[src/rtl/core/vps_pkg.sv]
package vps_pkg;

  // sequencer phases
  typedef enum logic [2:0] {
    PH_RESET     = 3'd0,
    PH_RESETWAIT = 3'd1,
    PH_IDLE      = 3'd2,
    PH_START     = 3'd3,
    PH_DATA      = 3'd4,
    PH_STOP      = 3'd5
  } phase_t;

  // request kinds
  localparam logic REQ_PUSH = 1'b0;
  localparam logic REQ_TICK = 1'b1;

  // configuration register indexes
  localparam logic [1:0] CFG_MUTE        = 2'd0;
  localparam logic [1:0] CFG_START_TICKS = 2'd1;
  localparam logic [1:0] CFG_STOP_TICKS  = 2'd2;
  localparam logic [1:0] CFG_RESET_TICKS = 2'd3;

  // frame shape and register reset values
  localparam int          CODE_W            = 16;
  localparam logic [4:0]  FRAME_BITS        = 5'd16;
  localparam logic [7:0]  START_TICKS_RESET = 8'd5;
  localparam logic [7:0]  STOP_TICKS_RESET  = 8'd84;
  localparam logic [7:0]  RESET_TICKS_RESET = 8'd4;

  // handshake between sequencer and prompt queue
  typedef struct packed {
    logic push;
    logic pop;
  } queue_ctl_t;

endpackage

[src/rtl/core/vps_queue.sv]
module vps_queue #(
  parameter int QUEUE_DEPTH = 16
) (
  input  logic                             clk,
  input  logic                             rst,
  input  vps_pkg::queue_ctl_t              ctl,
  input  logic [vps_pkg::CODE_W-1:0]       wr_data,
  output logic                             empty,
  output logic [vps_pkg::CODE_W-1:0]       rd_data
);

  localparam int PtrW = $clog2(QUEUE_DEPTH);
  localparam logic [PtrW-1:0] LastPtr = PtrW'(QUEUE_DEPTH - 1);

  logic [vps_pkg::CODE_W-1:0] mem [QUEUE_DEPTH];
  logic [PtrW-1:0] write_ptr;
  logic [PtrW-1:0] read_ptr;

  assign empty = (read_ptr == write_ptr);

  // pointers wrap at the queue depth, no full check
  always_ff @(posedge clk) begin
    if (rst) begin
      write_ptr <= '0;
      read_ptr  <= '0;
    end else begin
      if (ctl.push) begin
        write_ptr <= (write_ptr == LastPtr) ? '0 : write_ptr + 1'b1;
      end
      if (ctl.pop) begin
        read_ptr <= (read_ptr == LastPtr) ? '0 : read_ptr + 1'b1;
      end
    end
  end

  // storage with registered read at the head entry
  always_ff @(posedge clk) begin
    if (ctl.push) begin
      mem[write_ptr] <= wr_data;
    end
    rd_data <= mem[read_ptr];
  end

endmodule

[src/rtl/core/vps_seq.sv]
module vps_seq (
  input  logic                           clk,
  input  logic                           rst,
  // accepted item
  input  logic                           item_accept,
  input  logic                           req_type,
  input  logic                           busy_req,
  // configuration write
  input  logic                           cfg_write,
  input  logic [1:0]                     cfg_index,
  input  logic [7:0]                     cfg_data,
  // prompt queue
  output vps_pkg::queue_ctl_t            ctl,
  input  logic                           queue_empty,
  input  logic [vps_pkg::CODE_W-1:0]     queue_data,
  // pin levels
  output logic                           clk_pin,
  output logic                           data_pin,
  output logic                           rst_pin,
  output logic                           active
);

  vps_pkg::phase_t phase, phase_next;

  logic       mute;
  logic [7:0] start_ticks;
  logic [7:0] stop_ticks;

  logic [vps_pkg::CODE_W-1:0] shift_word, shift_word_next, shift_cur;
  logic [4:0] bit_count, bit_count_next, bit_count_inc;
  logic [7:0] phase_count, phase_count_next, phase_count_dec;
  logic [7:0] start_dec;
  logic [7:0] reset_count, reset_count_next;
  logic       active_next, clk_pin_next, data_pin_next, rst_pin_next;
  logic       load_pending;
  logic       tick;

  assign tick = item_accept && (req_type == vps_pkg::REQ_TICK) && active;
  assign ctl.push = item_accept && (req_type == vps_pkg::REQ_PUSH) && !mute;
  assign ctl.pop  = tick && (phase == vps_pkg::PH_IDLE) && !queue_empty;

  // freshly popped code arrives from the queue's registered read in the cycle after the pop
  assign shift_cur       = load_pending ? queue_data : shift_word;
  assign phase_count_dec = phase_count - 8'd1;
  assign start_dec       = start_ticks - 8'd1;
  assign bit_count_inc   = bit_count + 5'd1;

  // next phase
  always_comb begin
    phase_next = phase;
    if (tick) begin
      unique case (phase)
        vps_pkg::PH_IDLE: begin
          if (!queue_empty) begin
            phase_next = (start_dec == 8'd0) ? vps_pkg::PH_DATA : vps_pkg::PH_START;
          end
        end
        vps_pkg::PH_START: begin
          if (phase_count_dec == 8'd0) begin
            phase_next = vps_pkg::PH_DATA;
          end
        end
        vps_pkg::PH_DATA: begin
          if (!clk_pin && bit_count_inc == vps_pkg::FRAME_BITS) begin
            phase_next = vps_pkg::PH_STOP;
          end
        end
        vps_pkg::PH_STOP: begin
          if (phase_count_dec == 8'd0 && !busy_req) begin
            phase_next = vps_pkg::PH_IDLE;
          end
        end
        vps_pkg::PH_RESET: begin
          if (reset_count == 8'd0) begin
            phase_next = vps_pkg::PH_RESETWAIT;
          end
        end
        vps_pkg::PH_RESETWAIT: begin
          if (!busy_req) begin
            phase_next = vps_pkg::PH_IDLE;
          end
        end
        default: phase_next = phase;
      endcase
    end
  end

  // pins, counters and shift word
  always_comb begin
    shift_word_next  = shift_cur;
    bit_count_next   = bit_count;
    phase_count_next = phase_count;
    reset_count_next = reset_count;
    active_next      = active;
    clk_pin_next     = clk_pin;
    data_pin_next    = data_pin;
    rst_pin_next     = rst_pin;

    if (ctl.push) begin
      active_next = 1'b1;
    end

    if (tick) begin
      unique case (phase)
        vps_pkg::PH_IDLE: begin
          if (queue_empty) begin
            active_next = 1'b0;
          end else begin
            clk_pin_next     = 1'b0;
            phase_count_next = start_dec;
          end
        end
        vps_pkg::PH_START: begin
          clk_pin_next     = 1'b0;
          phase_count_next = phase_count_dec;
        end
        vps_pkg::PH_DATA: begin
          if (!clk_pin) begin
            // rising clock, data high only for a one bit
            if (shift_cur[vps_pkg::CODE_W-1]) begin
              data_pin_next = 1'b1;
            end
            shift_word_next = {shift_cur[vps_pkg::CODE_W-2:0], 1'b0};
            clk_pin_next    = 1'b1;
            if (bit_count_inc == vps_pkg::FRAME_BITS) begin
              bit_count_next   = 5'd0;
              phase_count_next = stop_ticks;
            end else begin
              bit_count_next = bit_count_inc;
            end
          end else begin
            clk_pin_next  = 1'b0;
            data_pin_next = 1'b0;
          end
        end
        vps_pkg::PH_STOP: begin
          data_pin_next    = 1'b0;
          clk_pin_next     = 1'b1;
          phase_count_next = phase_count_dec;
        end
        vps_pkg::PH_RESET: begin
          if (reset_count != 8'd0) begin
            rst_pin_next     = 1'b0;
            data_pin_next    = 1'b0;
            clk_pin_next     = 1'b1;
            reset_count_next = reset_count - 8'd1;
          end
        end
        vps_pkg::PH_RESETWAIT: begin
          rst_pin_next = 1'b1;
        end
        default: ;
      endcase
    end

    // reset_ticks write reloads the counter while the sequencer is in its reset phase
    if (cfg_write && cfg_index == vps_pkg::CFG_RESET_TICKS && phase == vps_pkg::PH_RESET) begin
      reset_count_next = cfg_data;
    end
  end

  // state registers
  always_ff @(posedge clk) begin
    if (rst) begin
      phase        <= vps_pkg::PH_RESET;
      shift_word   <= '0;
      bit_count    <= '0;
      phase_count  <= vps_pkg::START_TICKS_RESET;
      reset_count  <= vps_pkg::RESET_TICKS_RESET;
      active       <= 1'b1;
      clk_pin      <= 1'b0;
      data_pin     <= 1'b0;
      rst_pin      <= 1'b0;
      load_pending <= 1'b0;
    end else begin
      phase        <= phase_next;
      shift_word   <= shift_word_next;
      bit_count    <= bit_count_next;
      phase_count  <= phase_count_next;
      reset_count  <= reset_count_next;
      active       <= active_next;
      clk_pin      <= clk_pin_next;
      data_pin     <= data_pin_next;
      rst_pin      <= rst_pin_next;
      load_pending <= ctl.pop;
    end
  end

  // configuration registers; reset_ticks only acts through the counter reload
  always_ff @(posedge clk) begin
    if (rst) begin
      mute        <= 1'b0;
      start_ticks <= vps_pkg::START_TICKS_RESET;
      stop_ticks  <= vps_pkg::STOP_TICKS_RESET;
    end else if (cfg_write) begin
      unique case (cfg_index)
        vps_pkg::CFG_MUTE:        mute        <= cfg_data[0];
        vps_pkg::CFG_START_TICKS: start_ticks <= cfg_data;
        vps_pkg::CFG_STOP_TICKS:  stop_ticks  <= cfg_data;
        vps_pkg::CFG_RESET_TICKS: ;
        default: ;
      endcase
    end
  end

endmodule

[src/rtl/core/voice_prompt_serial_sender.sv]
// Voice prompt serial sender. Each accepted item is either a prompt push or one
// timer tick; every item yields exactly one result carrying the clock, data and
// reset pin levels and the playing flag after that item. The pin state and the
// prompt queue update at the accepting edge and the result register shows the
// new levels in the next cycle, so one item per clock is sustained while the
// result side keeps taking. The result register is the only stage between the
// two sides; a stalled result holds new input back. Queued codes are read from
// a registered-output memory of QUEUE_DEPTH entries; pushes beyond its depth
// overwrite queued codes. No clearing pass after reset.
module voice_prompt_serial_sender #(
  parameter int QUEUE_DEPTH = 16
) (
  input  logic        clk,
  input  logic        rst,
  // input channel
  input  logic        in_valid,
  output logic        in_ready,
  input  logic        req_type,
  input  logic [15:0] prompt,
  input  logic        busy_req,
  // result channel
  output logic        out_valid,
  input  logic        out_ready,
  output logic        clk_level,
  output logic        data_level,
  output logic        reset_level,
  output logic        playing,
  // configuration channel
  input  logic        cfg_valid,
  output logic        cfg_ready,
  input  logic [1:0]  cfg_index,
  input  logic [7:0]  cfg_data
);

  vps_pkg::queue_ctl_t ctl;
  logic                queue_empty;
  logic [15:0]         queue_data;
  logic                item_accept;

  assign in_ready    = !out_valid || out_ready;
  assign item_accept = in_valid && in_ready;
  assign cfg_ready   = 1'b1;

  // result register valid
  always_ff @(posedge clk) begin
    if (rst) begin
      out_valid <= 1'b0;
    end else if (item_accept) begin
      out_valid <= 1'b1;
    end else if (out_ready) begin
      out_valid <= 1'b0;
    end
  end

  vps_queue #(
    .QUEUE_DEPTH(QUEUE_DEPTH)
  ) u_queue (
    .clk     (clk),
    .rst     (rst),
    .ctl     (ctl),
    .wr_data (prompt),
    .empty   (queue_empty),
    .rd_data (queue_data)
  );

  vps_seq u_seq (
    .clk         (clk),
    .rst         (rst),
    .item_accept (item_accept),
    .req_type    (req_type),
    .busy_req    (busy_req),
    .cfg_write   (cfg_valid && cfg_ready),
    .cfg_index   (cfg_index),
    .cfg_data    (cfg_data),
    .ctl         (ctl),
    .queue_empty (queue_empty),
    .queue_data  (queue_data),
    .clk_pin     (clk_level),
    .data_pin    (data_level),
    .rst_pin     (reset_level),
    .active      (playing)
  );

endmodule
[config.mk]
export PLATFORM = sky130hd
export DESIGN_NAME = voice_prompt_serial_sender
export DESIGN_NICKNAME = d
export VERILOG_FILES = /design/src/rtl/core/vps_pkg.sv /design/src/rtl/core/vps_queue.sv /design/src/rtl/core/vps_seq.sv /design/src/rtl/core/voice_prompt_serial_sender.sv
export SDC_FILE = /design/constraint.sdc
export NUM_CORES = 1
export LEC_CHECK = 0
export ABC_AREA = 0
export BUFFER_PORTS_ARGS = -buffer_cell sky130_fd_sc_hd__buf_2
export CAP_MARGIN = 5
export CORE_AREA = 2 2 163 165
export DETAILED_ROUTE_END_ITERATION = 6
export DIE_AREA = 0 0 165 167
export PLACE_DENSITY = 0.72
export RECOVER_POWER = 25
export SLEW_MARGIN = 10
export SYNTH_ARGS = -nofsm -noshare
export SYNTH_HDL_FRONTEND = slang
export SYNTH_SLANG_ARGS = --single-unit
[constraint.sdc]
create_clock -name clk -period 3.3 [get_ports clk]
set_input_delay 0.66 -clock clk [delete_from_list [all_inputs] [get_ports clk]]
set_output_delay 0.66 -clock clk [all_outputs]
set_load 0.02 [all_outputs]
==> summary.md <==
| Metric | Value |
|---|---|
| Worst EP arrival | `3.04 ns` |
| Outcome | `complete, no violations` |
| Synth warn | `0` |
| Per-instance average area after synthesis | `16.4 µm²` |
| EDFF count, synth | `256` |
| Final routed wire length divided by cell count | `roughly 22 µm` |
| Post-Route Setup TNS | `0 ns` |
| Number of H-tree levels | `2` |
| Utilization after layout | `0.616` |
| Core ar. | `25800 µm²` |
| Most frequent standard cell in the layout excluding fill and tap cells | `sky130_fd_sc_hd__edfxtp_1` |
| Total inserted antenna cells | `0` |
| Leakage | `5.20 nW` |
| Number of buffers and inverters on the critical path | `1` |
| Width of the die | `165 µm` |
| Maximum number of buffers from clock root to sink | `3` |
| Post-DRT Antenna Nets | `0` |
| Min-delay worst type | `primary input to register` |
| Final-report setup violation count | `0` |
| Largest area contributor in the netlist | `sky130_fd_sc_hd__edfxtp_1` |
| Number of hold buffers added after CTS | `0` |
| Setup Skew | `0.0135 ns` |
| Worst-Skew Late Latency | `0.52 ns` |
| Distinct cell type count of the synthesized netlist | `64` |
| Filler cell count | `1817` |
| Routability congestion estimate | `0.865` |
| Final critical path time including I/O delays and setup | `2.60 ns` |
| Post-cts repair resize count | `0` |
| Via-to-Cell Ratio | `roughly 6.0` |
| Count of unresolved DRC violations after routing | `0` |
| Critical Setup Path Class | `register to register` |
| Effective utilization at floorplan | `0.542` |
| Number of antenna violations at the first check in global routing | `0` |
| Clock transition at path regs | `about 0.060 ns` |
| Worst-path cell chain | `inv_1 > ha_1 > or4b_1 > xnor2_1 > o31ai_1 > a31oi_1 > or4_1 > a21oi_1` |
| Sequential share of the synthesized area | `0.675` |
| Primary flip-flop cell chosen by synthesis mapping | `sky130_fd_sc_hd__edfxtp_1` |
| Share of layout cells above drive strength 1 | `0.260` |
| Net total in the final layout | `957` |
| F_max | `around 0.38 GHz` |
| Total standard cell area after synthesis | `14000 µm²` |
| Leading cell types in the layout, fill and taps excluded | `sky130_fd_sc_hd__edfxtp_1 (256), sky130_fd_sc_hd__mux4_2 (95), sky130_fd_sc_hd__dfxtp_1 (85), sky130_fd_sc_hd__nand2_1 (51), sky130_fd_sc_hd__nor2_1 (46)` |
| Global-route total usage across every layer | `0.212` |
| Family with the most delay on the worst path | `simple AND/OR/NAND/NOR gates` |
| Multi-input gate area in the final layout | `4320 µm²` |
| Net count of the mapped netlist | `894` |
| Number of violations reported at the end of detailed-routing iteration 0 | `865` |
| DP Wirelength | `17500 µm` |
| Clock tree root buffer cell | `sky130_fd_sc_hd__clkbuf_16` |
| Max Cap Viol | `0` |
| Count of buffers inserted at the top-level ports | `38` |
| Relative slew slack | `0.356` |
| P&R area growth vs syn | `13.7%` |
| FF+latch count, synth | `343` |
| Data required time of the critical path | `3.74 ns` |
| Pre-Repair DR Iteration Count | `4` |
| Top area cells in the synthesized netlist | `sky130_fd_sc_hd__edfxtp_1 (55%), sky130_fd_sc_hd__mux4_2 (15%), sky130_fd_sc_hd__dfxtp_1 (12%)` |
| Number of standard-cell rows in the floorplan | `59` |
| VDD IR max | `0.482 mV` |
| Post-CTS Setup Bufs | `0` |
| Total vias in the final route | `7672` |
| Highest cell delay on the worst timing path | `0.53 ns` |
| Floorplan die area | `approximately 28000 µm²` |
| Max-slew violation count | `0` |
| TritonCTS clock tree | `yes` |
| Remaining global-route overflow | `0` |
| TritonCTS buffer count | `36` |
| Library cell contributing the largest single delay on the critical path | `sky130_fd_sc_hd__or4b_1` |
| Nature of the critical path endpoint | `register` |
| Wire length of the first global-routing pass | `44000 µm` |
| Number of sinks on the clock net | `343` |
| Final period util | `0.787` |
| Final hold vios | `0` |
| Via count of the first global-routing pass | `between 7000 and 8000` |
| Async S/R FF share, synth | `0` |
| Pwr Total | `8.94 mW` |
| Power Dens Cells | `563 nW/µm²` |
| Startpoint type of the worst setup path | `register` |
| Area of all sequential standard cells | `about 9400 µm²` |
| Die height | `167 µm` |
| Maximum number of pins on one net before global-route repair | `70` |
| Number of top-level pins | `40` |
| Post-Synthesis Cells | `849` |
| Sum of routed wire length over all layers | `28300 µm` |
| Slew at the pin closest to its max-slew limit | `between 0.9 and 1 ns` |
| CP max FO | `6` |
| Top-area cell type share of the netlist area | `0.551` |
| Setup repair after global routing missed its margin | `no` |
==> worst reg2reg max path: cells and delay by family, from the launching register on <==
| kind | cells | cell delay, ns |
|---|---|---|
| buffers and inverters | 1 | 0.09 |
| xor gates and xnor gates | 1 | 0.16 |
| DFF | 1 | 0.34 |
| AOI/OAI and AO/OA | 3 | 0.61 |
| and+or+nand+nor | 2 | 1.04 |
| adders and majority gates | 1 | 0.28 |
==> registers in the layout (all words and copies together), names as in the netlist, 3 cells and up <==
name and cells:
u_queue.read_ptr 4, u_seq.shift_word 16, u_seq.phase_count 8, u_seq.stop_ticks 8, u_seq.start_ticks 8, u_seq.phase 3
u_queue.write_ptr 4, u_queue.rd_data 16, u_seq.reset_count 8, u_queue.mem 256, u_seq.bit_count 5
==> kinds of logic after synthesis <==
group | count (synthesis) | share of synthesized area
adders and majority gates | 12 | 0.0108
DFF | 343 | 0.675
other | 1 | 0.000269
AOI/OAI and AO/OA | 109 | 0.0504
muxes | 111 | 0.165
xor gates and xnor gates | 18 | 0.0113
and+or+nand+nor | 189 | 0.0679
buffers and inverters | 66 | 0.0192
==> layout make-up <==
type                            instances  share of cell area
Clock buffer                           47              0.0619
Clock inverter                         19              0.0126
Inverter                               17             0.00402
Multi-Input combinational cell        440               0.272
Sequential cell                       343               0.594
Tap cell                              335              0.0264
Timing Repair Buffer                   74              0.0288
==> routing by layer <==
layer | up-vias | GRT usage | part of all wire
met5 | - | 0 | 0
met4 | 0 | 0.0590 | 0.019
met3 | 40 | 0.0364 | 0.064
met2 | 267 | 0.344 | 0.49
met1 | 3883 | 0.299 | 0.43
li1 | 3482 | - | -
==> metrics by stage <==
stage | hold WS (ns) | std cells | cell area (µm²) | setup slack (ns)
floorplan | 0.435 | 849 | 14000 | 0.173
global placement | 0.448 | 1209 | 14700 | 0.737
detailed placement | 0.455 | 1209 | 14700 | 0.684
CTS | 0.375 | 1275 | 15900 | 0.724
global route | 0.393 | 1275 | 15900 | 0.484
finish | 0.394 | 1275 | 15900 | 0.702
==> final timing paths <==
kind / from / end / slack, ns / cells after the start
max reg2reg: u_seq.phase_count[0]$_SDFFE_PP1P_ / u_seq.phase[1]$_SDFFE_PP0P_ / 0.70 / 8
min reg2reg: u_seq.bit_count[4]$_SDFFE_PP0P_ / u_seq.bit_count[4]$_SDFFE_PP0P_ / 0.46 / 2
max: u_seq.phase_count[0]$_SDFFE_PP1P_ / u_seq.phase[1]$_SDFFE_PP0P_ / 0.70 / 8
min: in_valid / out_valid$_SDFFE_PP0P_ / 0.39 / 3
==> where the power goes <==
part	internal [mW]	switching, mW	leakage, nW
combinational	0.0830	0.170	1.60
clock	2.36	1.63	0.581
sequential	4.67	0.0294	3.02
==> Yosys cell counts (5+ instances only) <==
cell and number:
sky130_fd_sc_hd__a211oi_1 5, sky130_fd_sc_hd__a21oi_1 39, sky130_fd_sc_hd__a221oi_1 6, sky130_fd_sc_hd__a31oi_1 8, sky130_fd_sc_hd__and2_1 17, sky130_fd_sc_hd__buf_1 7, sky130_fd_sc_hd__buf_2 13, sky130_fd_sc_hd__clkbuf_1 28
sky130_fd_sc_hd__dfxtp_1 87, sky130_fd_sc_hd__edfxtp_1 256, sky130_fd_sc_hd__ha_1 12, sky130_fd_sc_hd__inv_1 16, sky130_fd_sc_hd__mux2i_1 15, sky130_fd_sc_hd__mux4_2 95, sky130_fd_sc_hd__nand2_1 51, sky130_fd_sc_hd__nand2b_1 5
sky130_fd_sc_hd__nand3_1 8, sky130_fd_sc_hd__nor2_1 58, sky130_fd_sc_hd__nor3_1 12, sky130_fd_sc_hd__nor4_1 6, sky130_fd_sc_hd__o21ai_0 15, sky130_fd_sc_hd__o31ai_1 5, sky130_fd_sc_hd__xnor2_1 5, sky130_fd_sc_hd__xor2_1 13
Power figures use the tool's default switching activity.
